## src/sv/skrt_pkg.sv

```systemverilog
package skrt_pkg;

  localparam int unsigned CAPACITY = 32;
  localparam int unsigned KEY_BITS = 32;
  localparam int unsigned CNT_W    = $clog2(CAPACITY + 1);

  localparam logic [1:0] MODE_LOOKUP = 2'd0;
  localparam logic [1:0] MODE_INSERT = 2'd1;
  localparam logic [1:0] MODE_REMOVE = 2'd2;

  localparam logic [5:0] MAX_ENTRIES_RST = 6'd32;

  typedef enum logic [2:0] {
    ST_INSERTED  = 3'd0,
    ST_PRESENT   = 3'd1,
    ST_FULL      = 3'd2,
    ST_REMOVED   = 3'd3,
    ST_NOT_FOUND = 3'd4,
    ST_HIT       = 3'd5,
    ST_MISS      = 3'd6
  } status_e;

  typedef enum logic [1:0] {
    S_IDLE,
    S_EXEC,
    S_LOOK
  } state_e;

  typedef logic [KEY_BITS-1:0] key_t;

  typedef struct packed {
    logic [1:0]  mode;
    logic [31:0] key;
    logic [31:0] record_id;
  } req_t;

  typedef struct packed {
    logic [2:0]  status;
    logic [31:0] found_record;
    logic [5:0]  entry_count;
    logic        last;
  } rsp_t;

  // broadcast controls from the sequencer to every cell
  typedef struct packed {
    logic cmp_en;
    logic ins;
    logic rem;
    logic first;
    logic step;
  } cell_ctrl_t;

  typedef struct packed {
    logic lt;
    logic keq;
    logic peq;
    logic active;
    logic fin;
  } cell_flag_t;

endpackage

```

## src/sv/skrt_cell.sv

```systemverilog
module skrt_cell (
  input  logic                 clk_i,
  input  logic                 rst_ni,
  input  skrt_pkg::cell_ctrl_t ctrl_i,
  input  logic                 occ_i,
  input  skrt_pkg::key_t       cmp_key_i,
  input  logic [31:0]          cmp_rec_i,
  input  skrt_pkg::key_t       op_key_i,
  input  logic [31:0]          op_rec_i,
  input  skrt_pkg::key_t       left_key_i,
  input  logic [31:0]          left_rec_i,
  input  logic                 left_lt_i,
  input  logic                 left_keq_i,
  input  logic                 left_active_i,
  input  skrt_pkg::key_t       right_key_i,
  input  logic [31:0]          right_rec_i,
  input  logic                 right_keq_i,
  output skrt_pkg::key_t       key_o,
  output logic [31:0]          rec_o,
  output skrt_pkg::cell_flag_t flag_o
);
  import skrt_pkg::*;

  key_t        key_q, key_d;
  logic [31:0] rec_q, rec_d;
  logic        lt_q, keq_q, peq_q, tok_q;
  logic        lt_d, keq_d, peq_d, tok_d;
  logic        active;

  always_comb begin
    lt_d  = lt_q;
    keq_d = keq_q;
    peq_d = peq_q;
    if (ctrl_i.cmp_en) begin
      keq_d = occ_i && (key_q == cmp_key_i);
      peq_d = keq_d && (rec_q == cmp_rec_i);
      lt_d  = occ_i && ((key_q < cmp_key_i) || (keq_d && (rec_q < cmp_rec_i)));
    end
  end

  // shift right on insert, left on remove; cells below the position hold
  always_comb begin
    key_d = key_q;
    rec_d = rec_q;
    if (ctrl_i.ins && !lt_q) begin
      if (left_lt_i) begin
        key_d = op_key_i;
        rec_d = op_rec_i;
      end else begin
        key_d = left_key_i;
        rec_d = left_rec_i;
      end
    end else if (ctrl_i.rem && !lt_q) begin
      key_d = right_key_i;
      rec_d = right_rec_i;
    end
  end

  // read token: starts at the head of the matching run, walks right
  assign active = ctrl_i.first ? (keq_q && !left_keq_i) : tok_q;
  assign tok_d  = ctrl_i.step && left_active_i;

  always_ff @(posedge clk_i or negedge rst_ni) begin
    if (!rst_ni) begin
      lt_q  <= 1'b0;
      keq_q <= 1'b0;
      peq_q <= 1'b0;
      tok_q <= 1'b0;
    end else begin
      lt_q  <= lt_d;
      keq_q <= keq_d;
      peq_q <= peq_d;
      tok_q <= tok_d;
    end
  end

  always_ff @(posedge clk_i) begin
    key_q <= key_d;
    rec_q <= rec_d;
  end

  assign key_o         = key_q;
  assign rec_o         = rec_q;
  assign flag_o.lt     = lt_q;
  assign flag_o.keq    = keq_q;
  assign flag_o.peq    = peq_q;
  assign flag_o.active = active;
  assign flag_o.fin    = active && !right_keq_i;

endmodule

```

## config.mk

```make
export PLATFORM = sky130hd
export DESIGN_NAME = skrt_cell
export DESIGN_NICKNAME = d
export VERILOG_FILES = /design/src/sv/skrt_pkg.sv /design/src/sv/skrt_cell.sv
export SDC_FILE = /design/constraint.sdc
export NUM_CORES = 1
export LEC_CHECK = 0
export CAP_MARGIN = 20
export CORE_AREA = 4 4 128 130
export CTS_CLUSTER_SIZE = 12
export DETAILED_ROUTE_END_ITERATION = 8
export DIE_AREA = 0 0 132 134
export DONT_BUFFER_PORTS = 1
export SLEW_MARGIN = 25
export SYNTH_ARGS = -nofsm -noshare
export SYNTH_HDL_FRONTEND = slang
export SYNTH_SLANG_ARGS = --single-unit
```

## constraint.sdc

```tcl
create_clock -name clk_i -period 3.3 [get_ports clk_i]
set_input_delay 0.825 -clock clk_i [delete_from_list [all_inputs] [get_ports clk_i]]
set_output_delay 0.825 -clock clk_i [all_outputs]
set_load 0.02 [all_outputs]
```

==> results by stage <==
Timing:
- The post-route minimum period is around 2500 ps.
- The final max-slew violation count is 0.
- After routing, the total negative slack on setup checks comes to 0 ps.
- Setup repair after global routing left no endpoint under its margin.
- Setup violations remaining at the end of the flow were counted as 0.
- The remaining max-slew budget at the tightest pin is 0.602.
- Timing would allow up to roughly 0.4 GHz.
- Between clock sinks in the finished design, the worst skew comes to roughly 4.5 ps.
- The final hold violation count is 0.
- The pin slew with the least headroom to its limit is 593 ps.
- In the finished design, the share of the clock period the worst path needs comes to 0.760.

Clocking:
- The number of cells upsized or downsized after cts is 0.
- The clock-pin slew on the worst setup and hold paths is 60 ps.
- The insertion delay to the later sink of the worst-skew pair is 330 ps.
- The clock sink count is 68.
- Post-CTS timing repair inserted 0 buffers for setup.
- The CTS tree is built.
- The number of hold-repair buffers added at the cts stage is 0.
- In this run the deepest clock path goes through 2 buffers.
- The number of clock buffers inserted by TritonCTS is 9.
- The H-tree depth is 3.
- The cell chosen for the clock root is sky130_fd_sc_hd__clkbuf_16.

Worst setup path:
- For the worst setup path, the data required time is 2470 ps.
- Walking the worst path, the cells encountered are nand3b_1 > o21ai_1 > nor2b_1.
- STA puts the critical path data arrival time at 1680 ps.
- The maximum fanout encountered on the critical timing path is 3.
- The startpoint type of the worst setup path is a register.
- The category of the worst setup path capture point is an output port.
- The critical-path cell with the highest stage delay is sky130_fd_sc_hd__dfrtp_1.
- The worst setup path is of the reg2out kind.
- The maximum cell stage delay along the critical path is 550 ps.

Layout:
- The finished cells cover 5570 um2.
- The finished layout holds a little over 700 standard cells, fillers aside.
- From synthesis to final layout, the design area changed by 10.0%.
- For this run, the post-layout net count is 845.
- In the final layout, the share of cells above drive strength 1 is 0.0541.
- 0 antenna diodes ended up in the layout.

Yosys:
- Of the post-synthesis cell area, the dominant cell type holds 0.379.
- Yosys mapped a number of flops with a built-in enable equal to 64.
- The synthesized-area fraction occupied by xor and xnor cells is 0.
- Of the total synthesized cell area, the portion taken by full adders, half adders and majority gates is 0.158.
- The share of flip-flops with an asynchronous set or reset after synthesis is 0.0588.
- The share of the yosys chip area belonging to registers is 0.399.
- For this run, the number of Yosys warnings is 0.
- Synthesis produced a netlist with a net count of between 800 and 900.
- The count of distinct cell types in the synthesized netlist is 37.
- Of the total synthesized cell area, the portion taken by AND, OR, NAND and NOR gates is 0.115.
- The commonest cells after synthesis are sky130_fd_sc_hd__nand2_1 (76), sky130_fd_sc_hd__inv_1 (67), sky130_fd_sc_hd__o21ai_1 (65).
- Of the post-synthesis cell area, the part taken by muxes is 0.129.
- The synthesized design spends more area on one cell type than any other, namely sky130_fd_sc_hd__edfxtp_1.
- The flip-flop and latch count after synthesis is 68.
- The average footprint of a synthesized cell is around 9.7 um2.
- The most common cell in the synthesized netlist is sky130_fd_sc_hd__nand2_1.
- The post-synthesis instance area is 5070 um2.
- The dominant register cell in the synthesized netlist is sky130_fd_sc_hd__edfxtp_1.
- Counting every instance in the synthesized netlist gives 523.
- The dominant combinational cell family by area after synthesis is adder cells.
- The synthesized-area fraction occupied by ao, oa, aoi and oai cells was 0.126.
- Sorting the synthesized cells by area gives the leading types as sky130_fd_sc_hd__edfxtp_1 (38%), sky130_fd_sc_hd__ha_1 (16%), sky130_fd_sc_hd__mux2i_1 (13%).

Floorplan:
- The initial cell density of the core is 0.334.
- The I/O pin count is around 340.
- The floorplan step set the die width to 132 um.
- The die extent in y is 134 um.
- The row count is 45.
- The floorplan step defined a die boundary enclosing 17,700 um2.
- The core box area is 15,100 um2.

GRT:
- The total global routing track utilization is 0.160.
- The pin count of the biggest net entering global routing is 65.
- The number of global-route vias before repair came to a little over 4k.
- The wire length of the first global-routing pass is 22,000 um.
- The total grt overflow is 0.
- The number of antenna violations at the first check in global routing was 0.

Detailed routing:
- In the routed layout, each cell is associated on average with a via count of approximately 5.5.
- In this run the remaining antenna-violating nets after routing total 0.
- The count of unresolved DRC violations after routing is 0.
- The first detailed-routing pass ran for 5 iterations.
- The sum of routed wire length over all layers is 15,000 um.
- The number of violations reported at the end of detailed-routing iteration 0 is roughly 140.
- The routed layout has 3,850 vias.
- After detailed routing, the average wire length per cell comes to 21.2 um.

Placed design:
- Including well taps, the total number of placed cells is 690.
- The count of buffers added on input and output ports is 0.
- The congestion estimate from routability-driven global placement came to ~0.83.
- The HPWL after detailed placement is 12,800 um.
- The standard cell area after detailed placement is 5240 um2.

Pwr:
- The power density of the placed cells is around 560 nW/um2.
- Summing internal, switching and leakage power gives 3.12 mW.
- For this design the static power due to leakage is around 2.6 nW.
- The peak supply drop is roughly 0.24 mV.

Hold path:
- The class of the tightest hold or removal check is in2async.

Run status:
- The flow ran to the end, and the final reports show no timing, DRC or antenna violations.

Run:
- The number of maximum-capacitance violations is 0.
[state kept, by name, indices dropped and copies added (netlist names)]
register,flops
tok_q,1
keq_q,1
key_o,32
lt_q,1
peq_q,1
rec_o,32
[metrics by stage]
stage	hold slack [ps]	setup WS, ps	utilization
after floorplan	480	363	-
after global placement	530	757	0.346
final	185	793	0.368
after CTS	164	734	0.368
after global routing	162	701	0.368
after detailed placement	530	573	0.346
[worst max-delay path, delay by kind of cell, from the launching register on]
kind,cells,cell delay (ps)
flip-flops,1,550
AND/OR/NAND/NOR,2,540
AO/OA/AOI/OAI,1,270
[logic make-up after synthesis]
| logic type | count (synthesis) |
|---|---|
| adder cells (fa/ha/maj) | 64 |
| AO/OA/AOI/OAI | 114 |
| buffers and inverters | 92 |
| multiplexers | 65 |
| AND/OR/NAND/NOR | 120 |
| flip-flops | 68 |
[layout by cell type, fill, tap and decap left out, types with 2 or more instances in the layout]
master / netlist / final
sky130_fd_sc_hd__a211oi_1: 5 / 5
sky130_fd_sc_hd__a21o_1: 6 / 6
sky130_fd_sc_hd__a21oi_1: 25 / 25
sky130_fd_sc_hd__and4_1: 2 / 2
sky130_fd_sc_hd__buf_4: 4 / 3
sky130_fd_sc_hd__bufinv_16: 0 / 3
sky130_fd_sc_hd__clkbuf_1: 9 / 2
sky130_fd_sc_hd__clkbuf_16: 0 / 9
sky130_fd_sc_hd__clkinv_2: 0 / 2
sky130_fd_sc_hd__dfrtp_1: 4 / 4
sky130_fd_sc_hd__edfxtp_1: 64 / 64
sky130_fd_sc_hd__ha_1: 64 / 64
sky130_fd_sc_hd__inv_1: 67 / 67
sky130_fd_sc_hd__mux2i_1: 64 / 64
sky130_fd_sc_hd__nand2_1: 76 / 76
sky130_fd_sc_hd__nand3_1: 11 / 11
sky130_fd_sc_hd__nand4_1: 12 / 12
sky130_fd_sc_hd__nand4_2: 2 / 2
sky130_fd_sc_hd__nor2_1: 6 / 5
sky130_fd_sc_hd__nor2b_1: 2 / 2
sky130_fd_sc_hd__nor4_1: 3 / 3
sky130_fd_sc_hd__nor4_2: 2 / 2
sky130_fd_sc_hd__o21ai_0: 3 / 3
sky130_fd_sc_hd__o21ai_1: 65 / 65
sky130_fd_sc_hd__o31ai_1: 2 / 2
[per-layer routing]
metal	routed length (um)	global-route usage	part of all wire	vias to the layer above
li1	-	-	-	1857
met1	5690	0.179	0.38	1759
met2	7750	0.287	0.52	214
met5	0	0	0	-
met3	1240	0.0495	0.083	20
met4	306	0.0601	0.020	0
[worst paths after layout]
check | from | endpoint | slack [ps] | cells past startpoint
setup / recovery | keq_q | flag_o[0] | 790 | 3
hold / removal | rst_ni | tok_q | 190 | 0
setup reg to reg | rec_o[31] | peq_q | 860 | 6
hold reg to reg | peq_q | peq_q | 730 | 1
max in group asynchronous | rst_ni | lt_q | 3040 | 0
min in group clk_i | left_active_i | tok_q | 650 | 1
[cell type report]
type,count,area [um2]
fill,1530,9570
multi-input combinational,363,2690
sequential,68,2020
inverter,67,251
tap,188,235
clock buffer,11,233
clock inverter,5,100
timing repair buffer,4,42.5
[report_power, final]
| part | internal (mW) | switching (mW) | total [mW] |
|---|---|---|---|
| logic | 0.248 | 0.358 | 0.605 |
| clock network | 0.736 | 0.354 | 1.09 |
| registers | 1.14 | 0.284 | 1.42 |
| total | 2.12 | 0.996 | 3.12 |
Note: power is estimated with default switching activity, not from simulation.
